$ cat config.mk
export PLATFORM = sky130hd
export DESIGN_NAME = bitmap_first_fit_allocator
export DESIGN_NICKNAME = d
export VERILOG_FILES = /design/src/design/bffa_pkg.sv /design/src/design/bitmap_first_fit_allocator.sv /design/src/design/bffa_ctrl.sv /design/src/design/bffa_datapath.sv
export SDC_FILE = /design/constraint.sdc
export NUM_CORES = 1
export LEC_CHECK = 0
export ABC_AREA = 1
export BUFFER_PORTS_ARGS = -buffer_cell sky130_fd_sc_hd__buf_2
export CAP_MARGIN = 25
export CORE_UTILIZATION = 35
export DETAILED_ROUTE_END_ITERATION = 10
export GPL_TIMING_DRIVEN = 0
export SLEW_MARGIN = 10
export SYNTH_ARGS = -nofsm -noshare
export SYNTH_HDL_FRONTEND = slang
export SYNTH_SLANG_ARGS = --single-unit
$ cat constraint.sdc
create_clock -name clk -period 3.3 [get_ports clk]
set_input_delay 0.33 -clock clk [delete_from_list [all_inputs] [get_ports clk]]
set_output_delay 0.33 -clock clk [all_outputs]
set_load 0.01 [all_outputs]
$ cat src/design/bffa_pkg.sv
// shared types and codes for the first-fit slot allocator
package bffa_pkg;

  typedef logic [2:0] op_t;

  localparam op_t OP_NONE = 3'd0;
  localparam op_t OP_LOAD = 3'd1;
  localparam op_t OP_SCAN = 3'd2;
  localparam op_t OP_MARK = 3'd3;
  localparam op_t OP_FREE = 3'd4;
  localparam op_t OP_OUT  = 3'd5;

  localparam logic KIND_ALLOC = 1'b0;
  localparam logic KIND_FREE  = 1'b1;

  localparam int unsigned COUNT_MAX = 63;

  typedef struct packed {
    op_t  op;
    logic grant;
  } bffa_cmd_t;

  typedef struct packed {
    logic is_free_op;
    logic len_zero;
    logic len_ok;
    logic scan_hit;
    logic scan_last;
    logic rem_last;
    logic out_free;
  } bffa_status_t;

endpackage

$ cat src/design/bitmap_first_fit_allocator.sv
// top level of the first-fit contiguous slot allocator
// Keeps one used bit per slot (all free after reset). An allocate transaction
// (kind 0) scans the bitmap from slot 0 one slot per cycle, tracking the length
// of the current free stretch; the first time it reaches run_length the start is
// recorded and the run is marked used one slot per cycle. A run_length of zero or
// above SLOTS is refused at once. A free transaction (kind 1) clears run_length
// slots from start_slot, one slot per cycle, skipping positions past the last
// slot. Every transaction yields one result with the granted flag, the run start
// (zero unless granted) and the free-slot count after the transaction, saturated
// at 63. A new transaction is taken once the previous result is in the output
// register, even if that result has not yet been taken.
module bitmap_first_fit_allocator #(
  parameter int unsigned SLOTS = 32
) (
  input  logic       clk,
  input  logic       rst_n,
  input  logic       in_valid,
  output logic       in_ready,
  input  logic       in_kind,
  input  logic [5:0] in_run_length,
  input  logic [4:0] in_start_slot,
  output logic       out_valid,
  input  logic       out_ready,
  output logic [4:0] out_slot_index,
  output logic       out_granted,
  output logic [5:0] out_free_count
);
  import bffa_pkg::*;

  // command and status between sequencer and datapath
  bffa_cmd_t    cmd;
  bffa_status_t sts;

  bffa_ctrl u_ctrl (
    .clk      (clk),
    .rst_n    (rst_n),
    .in_valid (in_valid),
    .in_ready (in_ready),
    .sts      (sts),
    .cmd      (cmd)
  );

  bffa_datapath #(
    .SLOTS (SLOTS)
  ) u_datapath (
    .clk            (clk),
    .rst_n          (rst_n),
    .cmd            (cmd),
    .sts            (sts),
    .in_kind        (in_kind),
    .in_run_length  (in_run_length),
    .in_start_slot  (in_start_slot),
    .out_valid      (out_valid),
    .out_ready      (out_ready),
    .out_slot_index (out_slot_index),
    .out_granted    (out_granted),
    .out_free_count (out_free_count)
  );

endmodule

$ cat src/design/bffa_ctrl.sv
// sequencer for load, first-fit scan, run marking, run freeing and result handoff
module bffa_ctrl (
  input  logic                  clk,
  input  logic                  rst_n,
  input  logic                  in_valid,
  output logic                  in_ready,
  input  bffa_pkg::bffa_status_t sts,
  output bffa_pkg::bffa_cmd_t    cmd
);
  import bffa_pkg::*;

  localparam logic [2:0] S_IDLE  = 3'd0;
  localparam logic [2:0] S_CHECK = 3'd1;
  localparam logic [2:0] S_SCAN  = 3'd2;
  localparam logic [2:0] S_MARK  = 3'd3;
  localparam logic [2:0] S_FREE  = 3'd4;
  localparam logic [2:0] S_DONE  = 3'd5;

  logic [2:0] state_r, state_nxt;
  logic       grant_r, grant_nxt;

  assign in_ready = (state_r == S_IDLE);

  always_comb begin
    state_nxt = state_r;
    grant_nxt = grant_r;
    cmd.op    = OP_NONE;
    cmd.grant = grant_r;
    case (state_r)
      S_IDLE: begin
        if (in_valid) begin
          cmd.op    = OP_LOAD;
          state_nxt = S_CHECK;
        end
      end
      S_CHECK: begin
        if (sts.is_free_op) begin
          if (sts.len_zero) begin
            grant_nxt = 1'b1;
            state_nxt = S_DONE;
          end else begin
            state_nxt = S_FREE;
          end
        end else if (!sts.len_ok) begin
          grant_nxt = 1'b0;
          state_nxt = S_DONE;
        end else begin
          state_nxt = S_SCAN;
        end
      end
      S_SCAN: begin
        cmd.op = OP_SCAN;
        if (sts.scan_hit) begin
          state_nxt = S_MARK;
        end else if (sts.scan_last) begin
          grant_nxt = 1'b0;
          state_nxt = S_DONE;
        end
      end
      S_MARK: begin
        cmd.op = OP_MARK;
        if (sts.rem_last) begin
          grant_nxt = 1'b1;
          state_nxt = S_DONE;
        end
      end
      S_FREE: begin
        cmd.op = OP_FREE;
        if (sts.rem_last) begin
          grant_nxt = 1'b1;
          state_nxt = S_DONE;
        end
      end
      S_DONE: begin
        if (sts.out_free) begin
          cmd.op    = OP_OUT;
          state_nxt = S_IDLE;
        end
      end
      default: begin
        state_nxt = S_IDLE;
      end
    endcase
  end

  always_ff @(posedge clk) begin
    if (!rst_n) begin
      state_r <= S_IDLE;
      grant_r <= 1'b0;
    end else begin
      state_r <= state_nxt;
      grant_r <= grant_nxt;
    end
  end

endmodule

$ cat src/design/bffa_datapath.sv
// slot bitmap, free counter, scan pointer and result register
module bffa_datapath #(
  parameter int unsigned SLOTS = 32
) (
  input  logic                   clk,
  input  logic                   rst_n,
  input  bffa_pkg::bffa_cmd_t    cmd,
  output bffa_pkg::bffa_status_t sts,
  input  logic                   in_kind,
  input  logic [5:0]             in_run_length,
  input  logic [4:0]             in_start_slot,
  output logic                   out_valid,
  input  logic                   out_ready,
  output logic [4:0]             out_slot_index,
  output logic                   out_granted,
  output logic [5:0]             out_free_count
);
  import bffa_pkg::*;

  localparam int unsigned PW = $clog2(SLOTS);
  localparam int unsigned LW = $clog2(SLOTS + 1);
  localparam int unsigned EW = (LW > 6) ? LW : 6;
  localparam int unsigned QW = ((EW > PW) ? EW : PW) + 1;
  localparam int unsigned IW = (PW > 5) ? PW : 5;

  logic [SLOTS-1:0] map_r, map_nxt;
  logic [LW-1:0]    free_cnt_r, free_cnt_nxt;
  logic [QW-1:0]    pos_r, pos_nxt;
  logic [EW-1:0]    run_r, run_nxt;
  logic [EW-1:0]    len_r, len_nxt;
  logic [EW-1:0]    rem_r, rem_nxt;
  logic             kind_r, kind_nxt;
  logic [PW-1:0]    res_idx_r, res_idx_nxt;

  logic             out_valid_r, out_valid_nxt;
  logic [4:0]       out_idx_r, out_idx_nxt;
  logic             out_grant_r, out_grant_nxt;
  logic [5:0]       out_cnt_r, out_cnt_nxt;

  logic             in_range;
  logic [PW-1:0]    idx;
  logic             cur_used;
  logic [QW-1:0]    hit_start;
  logic [EW-1:0]    cnt_ext;
  logic [IW-1:0]    idx_ext;

  assign in_range  = (pos_r < QW'(SLOTS));
  assign idx       = pos_r[PW-1:0];
  assign cur_used  = in_range ? map_r[idx] : 1'b0;
  assign hit_start = pos_r - QW'(len_r) + QW'(1);
  assign cnt_ext   = EW'(free_cnt_r);
  assign idx_ext   = IW'(res_idx_r);

  assign sts.is_free_op = (kind_r == KIND_FREE);
  assign sts.len_zero   = (len_r == '0);
  assign sts.len_ok     = (len_r != '0) && (len_r <= EW'(SLOTS));
  assign sts.scan_hit   = !cur_used && ((run_r + EW'(1)) == len_r);
  assign sts.scan_last  = (pos_r == QW'(SLOTS - 1));
  assign sts.rem_last   = (rem_r == EW'(1));
  assign sts.out_free   = !out_valid_r || out_ready;

  always_comb begin
    map_nxt       = map_r;
    free_cnt_nxt  = free_cnt_r;
    pos_nxt       = pos_r;
    run_nxt       = run_r;
    len_nxt       = len_r;
    rem_nxt       = rem_r;
    kind_nxt      = kind_r;
    res_idx_nxt   = res_idx_r;
    out_valid_nxt = out_valid_r && !out_ready;
    out_idx_nxt   = out_idx_r;
    out_grant_nxt = out_grant_r;
    out_cnt_nxt   = out_cnt_r;
    case (cmd.op)
      OP_LOAD: begin
        kind_nxt    = in_kind;
        len_nxt     = EW'(in_run_length);
        rem_nxt     = EW'(in_run_length);
        run_nxt     = '0;
        res_idx_nxt = '0;
        pos_nxt     = (in_kind == KIND_FREE) ? QW'(in_start_slot) : '0;
      end
      OP_SCAN: begin
        if (sts.scan_hit) begin
          pos_nxt     = hit_start;
          res_idx_nxt = hit_start[PW-1:0];
          rem_nxt     = len_r;
        end else begin
          run_nxt = cur_used ? '0 : run_r + EW'(1);
          pos_nxt = pos_r + QW'(1);
        end
      end
      OP_MARK: begin
        map_nxt[idx] = 1'b1;
        free_cnt_nxt = free_cnt_r - LW'(1);
        pos_nxt      = pos_r + QW'(1);
        rem_nxt      = rem_r - EW'(1);
      end
      OP_FREE: begin
        // positions past the last slot are skipped
        if (cur_used) begin
          map_nxt[idx] = 1'b0;
          free_cnt_nxt = free_cnt_r + LW'(1);
        end
        pos_nxt = pos_r + QW'(1);
        rem_nxt = rem_r - EW'(1);
      end
      OP_OUT: begin
        out_valid_nxt = 1'b1;
        out_grant_nxt = cmd.grant;
        out_idx_nxt   = idx_ext[4:0];
        out_cnt_nxt   = (cnt_ext > EW'(COUNT_MAX)) ? 6'(COUNT_MAX) : cnt_ext[5:0];
      end
      default: begin
      end
    endcase
  end

  always_ff @(posedge clk) begin
    if (!rst_n) begin
      map_r       <= '0;
      free_cnt_r  <= LW'(SLOTS);
      out_valid_r <= 1'b0;
    end else begin
      map_r       <= map_nxt;
      free_cnt_r  <= free_cnt_nxt;
      out_valid_r <= out_valid_nxt;
    end
  end

  always_ff @(posedge clk) begin
    pos_r       <= pos_nxt;
    run_r       <= run_nxt;
    len_r       <= len_nxt;
    rem_r       <= rem_nxt;
    kind_r      <= kind_nxt;
    res_idx_r   <= res_idx_nxt;
    out_idx_r   <= out_idx_nxt;
    out_grant_r <= out_grant_nxt;
    out_cnt_r   <= out_cnt_nxt;
  end

  assign out_valid      = out_valid_r;
  assign out_slot_index = out_idx_r;
  assign out_granted    = out_grant_r;
  assign out_free_count = out_cnt_r;

endmodule

==> impl_metrics.yaml, run 1 <==
clock_network:
  holdBufCountCts: 0
  clkTransAtPathRegs_ns: 0.06
  clk_path_buf_depth: 2
  htree_levels: 3
  cts_resized: 0
  numCtsBuffers: 9
  cts_tree: "done"
  clock_sinks: 86
  root_buffer: "clkbuf_16"
  clock_latency_ns: 0.34
  post_cts_buffers: 0
final_layout:
  drive_gt1_share_pct: 9.08
  finish.instance_area_um2: 5660
  antenna_cells: 0
  area_delta_synth_final_pct: 13.3
  fin_nets: 762
global_routing:
  grt_remaining_overflow: 0
  antenna_found_initial: 0
  grt.total_usage_pct: 17.1
  grt_pass1_wl_um: 19600
  grt_pass1_vias: 4032
  grt_max_degree: 15
placement:
  placed_area_um2: 5370
  gp_congestion: 0.792
  dp_hpwl_um: 8600
  port_buffers: 28
worst_setup_path:
  cp-start-kind: "register"
  max_stage_delay_ns: 0.53
  slowest_stage: "a21oi_1"
  path_common_cell: "nand2_1"
  crit_family: "simple AND/OR/NAND/NOR gates"
  rr_startpoint: "u_datapath.pos_r[1]"
  worstSetupPathType: "register to register"
  path_cells: "buf_4, clkinv_1, nand3_1, nand2_1, nand2_1, nand2_1, nor2_1, nand2_1, nand2_2, nand2_1, nand2_1, inv_1, a21oi_1"
  critPathCaptureType: "register"
  critPathRequiredTime_ns: 3.27
  worstPathMaxFanout: 11
  path_buf_inv: 3
  crit_arrival_ns: 2.97
  startpoint: "u_datapath.pos_r[1]"
synth:
  synth_top_family_by_area: "simple AND/OR/NAND/NOR gates"
  synth.mux.area_fraction_pct: 0
  ys_seq_elements: 86
  synth_fa_ha_area_share_pct: 6.31
  synthSimpleGateAreaFrac_pct: 29.7
  synth_cells: 682
  yosysUniqueCellTypes: 29
  synth.cell_area_um2: 5000
  synth_compound_area_share_pct: 8.51
  synth_xor_area_share_pct: 2.45
  yosys_warnings: 0
  synthesis.nets: 722
  ys_seq_area_share_pct: 43.1
  synth_area_per_cell_um2: 7.33
routing:
  first_pass_iters: 5
  via_per_inst: 4.83
  finalWirelength_um: 11700
  vias: 4381
  ant_nets: 0
  wl_per_cell_um: 12.9
  route.detailed.drc: 0
  drt_iter0_drc: 232
timing:
  hold_violations: 0
  holdWs_ns: 0.177
  slew_headroom_pct: 45.9
  setup-tns-final_ns: 0
  final.min_clock_period_ns: 2.99
  fin_skew_ns: 0.00751
  slew_viol_final: 0
  setup_violations: 0
  clock.fmax_ghz: 0.334
  rsz0062_at_grt: "no"
  finalCritPeriodShare_pct: 90.8
  worstMarginPinSlew_ns: 0.808
die:
  core_area_um2: 13900
  ioPinCount: 30
  die_width_um: 121
  initial_core_util_pct: 36.0
  fp.dieH_um: 121
  die_area_um2: 14800
  rows: 43
power:
  p_leak_nw: 2.46
  power_density_nw_per_um2: 781
  power_mw: 4.42
  peakVddDrop_mv: 0.299
min_path:
  hold_path_class: "primary input to register"
  worstHoldStart: "in_kind"
job:
  cap_violations: 0
run_status:
  status: "completed"
## layout by cell type (no fill, tap or decap), drive strengths merged, types with 7 or more instances in the layout
master / synthesis / final
a21oi: 54 / 54
buf: 15 / 44
clkbuf: 10 / 19
clkinv: 3 / 7
dfxtp: 43 / 43
edfxtp: 43 / 43
ha: 22 / 22
inv: 92 / 92
nand2: 168 / 168
nand3: 76 / 76
nor2: 97 / 97
nor3: 7 / 7
o21ai: 16 / 16
xor2: 10 / 10
## worst paths after layout
path,endpoint,slack [ns],cells past startpoint
worst min-delay path,u_datapath.kind_r,0.18,1
worst min register to register,u_datapath.out_slot_index[3],0.42,0
worst max register to register,u_datapath.rem_r[5],0.31,13
worst max-delay path,u_datapath.rem_r[5],0.31,13
## final cells by class
| class | instances | area [um2] |
|---|---|---|
| fillers | 1468 | 8220 |
| multi-input cells | 476 | 2350 |
| flip-flops and latches | 86 | 2150 |
| inverters | 95 | 359 |
| clock buffers | 9 | 225 |
| well taps | 180 | 225 |
| repair buffers | 29 | 148 |
| plain buffers | 25 | 139 |
| clock inverters | 7 | 65.1 |
## stage by stage
step | instances | worst slack, ns | utilization (%)
floorplan | 682 | 0.912 | -
global placement | 890 | 0.286 | 38.6
detailed placement | 891 | 0.313 | 38.7
CTS | 907 | 0.264 | 40.8
global route | 907 | 0.0177 | 40.8
finish | 907 | 0.305 | 40.8
## synth_stat cells
| cell | count | area [um2] |
|---|---|---|
| nand2_1 | 167 | 627 |
| nor2_1 | 97 | 364 |
| inv_1 | 90 | 338 |
| nand3_1 | 76 | 380 |
| a21oi_1 | 54 | 270 |
| dfxtp_1 | 43 | 861 |
| edfxtp_1 | 43 | 1290 |
| ha_1 | 22 | 275 |
| o21ai_0 | 15 | 75.1 |
| clkbuf_1 | 10 | 37.5 |
| xor2_1 | 10 | 87.6 |
| nor3_1 | 7 | 35.0 |
| buf_2 | 6 | 30.0 |
| o211ai_1 | 6 | 45.0 |
| or2_2 | 6 | 37.5 |
| buf_6 | 4 | 45.0 |
| xnor2_1 | 4 | 35.0 |
| buf_1 | 3 | 11.3 |
| clkinv_1 | 3 | 11.3 |
| o221ai_1 | 3 | 26.3 |
| buf_4 | 2 | 15.0 |
| fa_1 | 2 | 40.0 |
| nand3b_1 | 2 | 15.0 |
| nand4_1 | 2 | 12.5 |
| and2_1 | 1 | 6.26 |
| inv_2 | 1 | 3.75 |
| inv_4 | 1 | 6.26 |
| nand2_2 | 1 | 6.26 |
| o21ai_2 | 1 | 8.76 |
## power breakdown
group	switching [mW]	internal, mW	leakage, nW
combinational	1.27	0.617	1.56
clock	0.425	0.581	0.139
sequential	0.146	1.38	0.756
## kinds of logic (layout without fill, tap and decap cells)
logic type                 after synthesis  in the layout
AOI/OAI and AO/OA                       79             79
xor gates and xnor gates                14             14
DFF                                     86             86
and+or+nand+nor                        359            359
buffers and inverters                  120            165
adders and majority gates               24             24
## metal layers
metal  track usage (%)  share of wire (%)  wire [um]  vias up
met2              28.3                 47       5470       95
li1                  -                  -          -     2275
met3              2.63                3.9        453        9
met1              22.5                 48       5640     2002
met4              6.17                1.1        123        0
met5                 0                  0          0        -
No activity file was read; power rests on OpenSTA's default activity.
==> run 2, diff against run 1 <==
clock period = 2.62 ns   (was 3.3 ns; I/O delays follow)
==> impl_metrics.yaml, run 2 (synthesized netlist as in run 1, its figures left out) <==
routing:
  vias: 4332
  via_per_inst: 4.77
  route.detailed.drc: 0
  wl_per_cell_um: 12.9
  finalWirelength_um: 11700
  drt_iter0_drc: 241
  ant_nets: 0
  first_pass_iters: 4
power:
  p_sw_share_pct: 41.9
  power_density_nw_per_um2: 989
  p_clk_share_pct: 22.5
  internal_power_mw: 3.28
  p_leak_nw: 2.48
  p_comb_share_pct: 43.5
  peakVddDrop_mv: 0.377
  switchingPower_mw: 2.37
  seqPwrFrac_pct: 34.0
worst_setup_path:
  critPathRequiredTime_ns: 2.69
  worstSetupPathType: "register to register"
  crit_arrival_ns: 2.53
  critPathCaptureType: "register"
  path_buf_inv: 5
  r2r_setup_slack_ns: 0.17
  crit_family: "adder cells"
  cp-start-kind: "register"
  worstPathMaxFanout: 11
  max_stage_delay_ns: 0.40
  path_common_cell: "inv_1"
  slowest_stage: "edfxtp_1"
  path_cells: "buf_6, clkinv_4, ha_1, inv_1, ha_1, inv_1, fa_1, inv_1, a21oi_1, o21ai_0, nand3_1"
timing:
  clock.fmax_ghz: 0.408
  hold_violations: 0
  setup_violations: 0
  worstMarginPinSlew_ns: 0.795
  finalCritPeriodShare_pct: 93.7
  rsz0062_at_grt: "no"
  slew_headroom_pct: 46.8
  slew_viol_final: 0
  fin_skew_ns: 0.00637
  worst_slack_ns: 0.166
  final.min_clock_period_ns: 2.45
clock_network:
  clock_sinks: 86
  cts_tree: "done"
  clkTransAtPathRegs_ns: 0.06
  clk_path_buf_depth: 2
  root_buffer: "clkbuf_16"
  holdBufCountCts: 0
  htree_levels: 3
  numCtsBuffers: 9
  clock_latency_ns: 0.34
global_routing:
  use_met1_pct: 22.5
  grt_remaining_overflow: 0
  grt.busiest_layer: "met2"
  grt_pass1_vias: 4032
  antenna_found_initial: 0
  grt.total_usage_pct: 17.1
  grt_pass1_wl_um: 19600
  met3_usage_pct: 2.63
  grt_max_degree: 15
  met2_usage_pct: 28.3
placement:
  gp_congestion: 0.792
  port_buffers: 28
  place_inst: 891
  dpl_worst_slack_ns: -0.367
  dp_hpwl_um: 8600
die:
  fp.dieH_um: 121
  initial_core_util_pct: 36.0
  ioPinCount: 30
  core_area_um2: 13900
  die_width_um: 121
  die_area_um2: 14800
  rows: 43
final_layout:
  nFillCells: 1469
  fin_nets: 763
  drive_gt1_share_pct: 10.3
  antenna_cells: 0
  final_cell_mix: "162 x nand2_1, 97 x nor2_1, 90 x inv_1, 76 x nand3_1, 53 x a21oi_1"
  area_delta_synth_final_pct: 14.4
  fin_cells: 908
  mostFrequentLayoutCell: "nand2_1"
run_status:
  status: "completed"
job:
  cap_violations: 0
min_path:
  hold_path_class: "primary input to register"
## run 2: metrics by stage
stage	TNS (ns)	hold slack, ns	utilization [%]	power [mW]	instance area, um2
floorplan	0	0.361	-	3.68	5000
global placement	-3.17	0.404	38.6	4.31	5360
detailed placement	-2.84	0.405	38.7	4.33	5370
CTS	0	0.101	40.9	5.64	5680
global route	0	0.117	41.2	6.10	5720
finish	0	0.111	41.2	5.65	5720
## run 2: power groups by stage
stage                     sequential [mW]  combinational (mW)  clock, mW
after floorplan                      1.91                1.77          0
after global placement               1.95                2.37          0
after detailed placement             1.96                2.38          0
after CTS                            1.92                2.42       1.29
after global routing                 1.95                2.81       1.34
final                                1.92                2.46       1.27
## run 2: worst register-to-register path, stage by stage (launching register included)
cell and delay (ns):
edfxtp_1 0.40, buf_6 0.18, clkinv_4 0.13, ha_1 0.29, inv_1 0.05, ha_1 0.16
inv_1 0.05, fa_1 0.37, inv_1 0.10, a21oi_1 0.10, o21ai_0 0.23, nand3_1 0.12
## run 2: repair_timing
item / 4_1_cts / 5_1_grt
gates resized for setup: 5 / 10
pin swaps: 0 / 0
gates cloned: 0 / 0
buffers inserted: 0 / 2
setup endpoints to repair: 13 / 61
endpoints found under the hold margin: 0 / 0
## run 2: per-layer routing
metal  up-vias  share of wire, %
met5         -                 0
met4         0               1.0
met3        10               4.4
met2        81                46
met1      1961                49
li1       2280                 -
## run 2: final timing paths
kind                          from                      endpoint  cells after the start
max            u_datapath.pos_r[1]           u_datapath.pos_r[3]                     11
min                        in_kind             u_datapath.kind_r                      1
max reg2reg    u_datapath.pos_r[1]           u_datapath.pos_r[3]                     11
min reg2reg  u_datapath.idx_ext[3]  u_datapath.out_slot_index[3]                      0
## run 2: layout make-up
cell class,count,area (um2),area share (%)
Multi-Input combinational cell,476,2380,41.7
Sequential cell,86,2150,37.7
Inverter,95,368,6.44
Clock buffer,9,225,3.94
Buffer,24,134,2.34
Timing Repair Buffer,31,163,2.85
Tap cell,180,225,3.94
Clock inverter,7,65.1,1.14
==> run 3, diff against run 2 <==
PLACE_DENSITY = 0.49   (was default)
==> impl_metrics.yaml, run 3 (synthesized netlist as in run 1, its figures left out) <==
final_layout:
  antenna_cells: 0
  nFillCells: 1438
  finish.instance_area_um2: 5750
  final_cell_mix: "161 x nand2_1, 96 x nor2_1, 90 x inv_1, 76 x nand3_1, 52 x a21oi_1"
  mostFrequentLayoutCell: "nand2_1"
  fin_nets: 765
  area_delta_synth_final_pct: 15.1
  drive_gt1_share_pct: 10.8
timing:
  setup_violations: 0
  hold_violations: 0
  fin_skew_ns: 0.0128
  slew_viol_final: 0
  clock.fmax_ghz: 0.404
  worst_slack_ns: 0.142
  rsz0062_at_grt: "no"
  worstMarginPinSlew_ns: 0.805
  finalCritPeriodShare_pct: 94.6
  slew_headroom_pct: 46.1
  final.min_clock_period_ns: 2.48
placement:
  port_buffers: 28
  gp_congestion: 0.828
  dpl_worst_slack_ns: -0.419
  placed_area_um2: 5370
  dp_hpwl_um: 9320
die:
  initial_core_util_pct: 36.0
  die_width_um: 121
  fp.dieH_um: 121
  ioPinCount: 30
  die_area_um2: 14800
  core_area_um2: 13900
  rows: 43
clock_network:
  htree_levels: 3
  holdBufCountCts: 0
  cts_tree: "done"
  clock_sinks: 86
  clkTransAtPathRegs_ns: 0.06
  clk_path_buf_depth: 2
  clock_latency_ns: 0.35
  numCtsBuffers: 9
  root_buffer: "clkbuf_16"
min_path:
  hold_path_class: "primary input to register"
  worstHoldStart: "in_kind"
  whs_path_depth: 1
  worstHoldEndpoint: "u_datapath.kind_r"
routing:
  first_pass_iters: 5
  finalWirelength_um: 12800
  via_per_inst: 4.88
  ant_nets: 0
  wl_per_cell_um: 14.1
  vias: 4444
  drt_iter0_drc: 315
  route.detailed.drc: 0
job:
  cap_violations: 0
worst_setup_path:
  worstSetupPathType: "register to register"
  reg2reg_depth: 12
  max_stage_delay_ns: 0.43
  path_common_cell: "inv_1"
  critPathRequiredTime_ns: 2.70
  path_cells: "buf_6, clkinv_4, ha_2, inv_1, ha_1, inv_1, fa_1, inv_1, a21oi_1, o21ai_0, xnor2_1, o21ai_0"
  rr_startpoint: "u_datapath.pos_r[1]"
  slowest_stage: "edfxtp_1"
  r2r_setup_slack_ns: 0.14
  critPathCaptureType: "register"
  worstPathMaxFanout: 11
  crit_arrival_ns: 2.56
  rr_endpoint: "u_datapath.pos_r[5]"
  cp-start-kind: "register"
power:
  peakVddDrop_mv: 0.402
  power_density_nw_per_um2: 1020
  p_clk_share_pct: 23.1
  internal_power_mw: 3.39
  p_sw_share_pct: 42.0
  p_leak_nw: 2.50
  power_mw: 5.84
  seqPwrFrac_pct: 33.2
  switchingPower_mw: 2.45
  p_comb_share_pct: 43.7
global_routing:
  grt_pass1_vias: 4199
  grt.total_usage_pct: 18.6
  grt_remaining_overflow: 0
  grt_max_degree: 14
  antenna_found_initial: 0
  grt_pass1_wl_um: 21000
run_status:
  status: "completed"
-- run 3: per-stage QoR --
| step | hold WS [ns] | TNS, ns | instances | utilization [%] |
|---|---|---|---|---|
| after detailed placement | 0.407 | -3.99 | 891 | 38.7 |
| after global placement | 0.409 | -3.10 | 890 | 38.6 |
| after floorplan | 0.361 | 0 | 682 | - |
| final | 0.107 | 0 | 910 | 41.4 |
| after CTS | 0.0963 | 0 | 908 | 41.1 |
| after global routing | 0.100 | 0 | 910 | 41.4 |
-- run 3: what timing repair did --
action / in CTS / in global routing
gates resized for setup: 7 / 9
pin swaps: 0 / 1
endpoints found under the setup margin: 26 / 32
setup buffers: 1 / 2
-- run 3: worst max-delay path by stage --
stage,startpoint,to,slack [ns]
after global placement,u_datapath.pos_r[1],u_datapath.rem_r[1],-0.37
after detailed placement,u_datapath.pos_r[1],u_datapath.rem_r[1],-0.42
final,u_datapath.pos_r[1],u_datapath.pos_r[5],0.14
after floorplan,u_datapath.pos_r[1],u_datapath.pos_r[5],0.23
after global routing,u_datapath.pos_r[1],u_datapath.pos_r[6],0.01
after CTS,u_datapath.pos_r[0],u_datapath.rem_r[3],0.03
-- run 3: layout make-up --
| class | count | area, um2 | area share (%) |
|---|---|---|---|
| multi-input combinational | 476 | 2390 | 41.5 |
| inverter | 95 | 364 | 6.33 |
| clock inverter | 2 | 38.8 | 0.674 |
| clock buffer | 14 | 268 | 4.66 |
| tap | 180 | 225 | 3.92 |
| buffer | 25 | 145 | 2.52 |
| sequential | 86 | 2150 | 37.4 |
| timing repair buffer | 32 | 170 | 2.96 |
-- run 3: per-layer routing --
layer | wire, um | share of wire [%] | global-route usage [%]
met5 | 0 | 0 | 0
met4 | 187 | 1.5 | 7.10
met2 | 5660 | 44 | 29.1
met3 | 540 | 4.2 | 3.67
met1 | 6420 | 50 | 25.3
-- run 3: power by group through the flow --
| stage | clock [mW] | combinational, mW | sequential (mW) |
|---|---|---|---|
| 2_1_floorplan | 0 | 1.77 | 1.91 |
| 3_3_place_gp | 0 | 2.40 | 1.96 |
| 3_5_place_dp | 0 | 2.43 | 1.97 |
| 4_1_cts | 1.38 | 2.50 | 1.94 |
| 5_1_grt | 1.42 | 2.92 | 1.97 |
| 6_report | 1.35 | 2.55 | 1.94 |
-- run 3: worst max-delay path, delay by kind of cell, from the launching register on --
family / cells / cell delay, ns
flip-flops: 1 / 0.43
buffers and inverters: 5 / 0.48
XOR/XNOR: 1 / 0.14
AO/OA/AOI/OAI: 3 / 0.35
adder cells (fa/ha/maj): 3 / 0.80
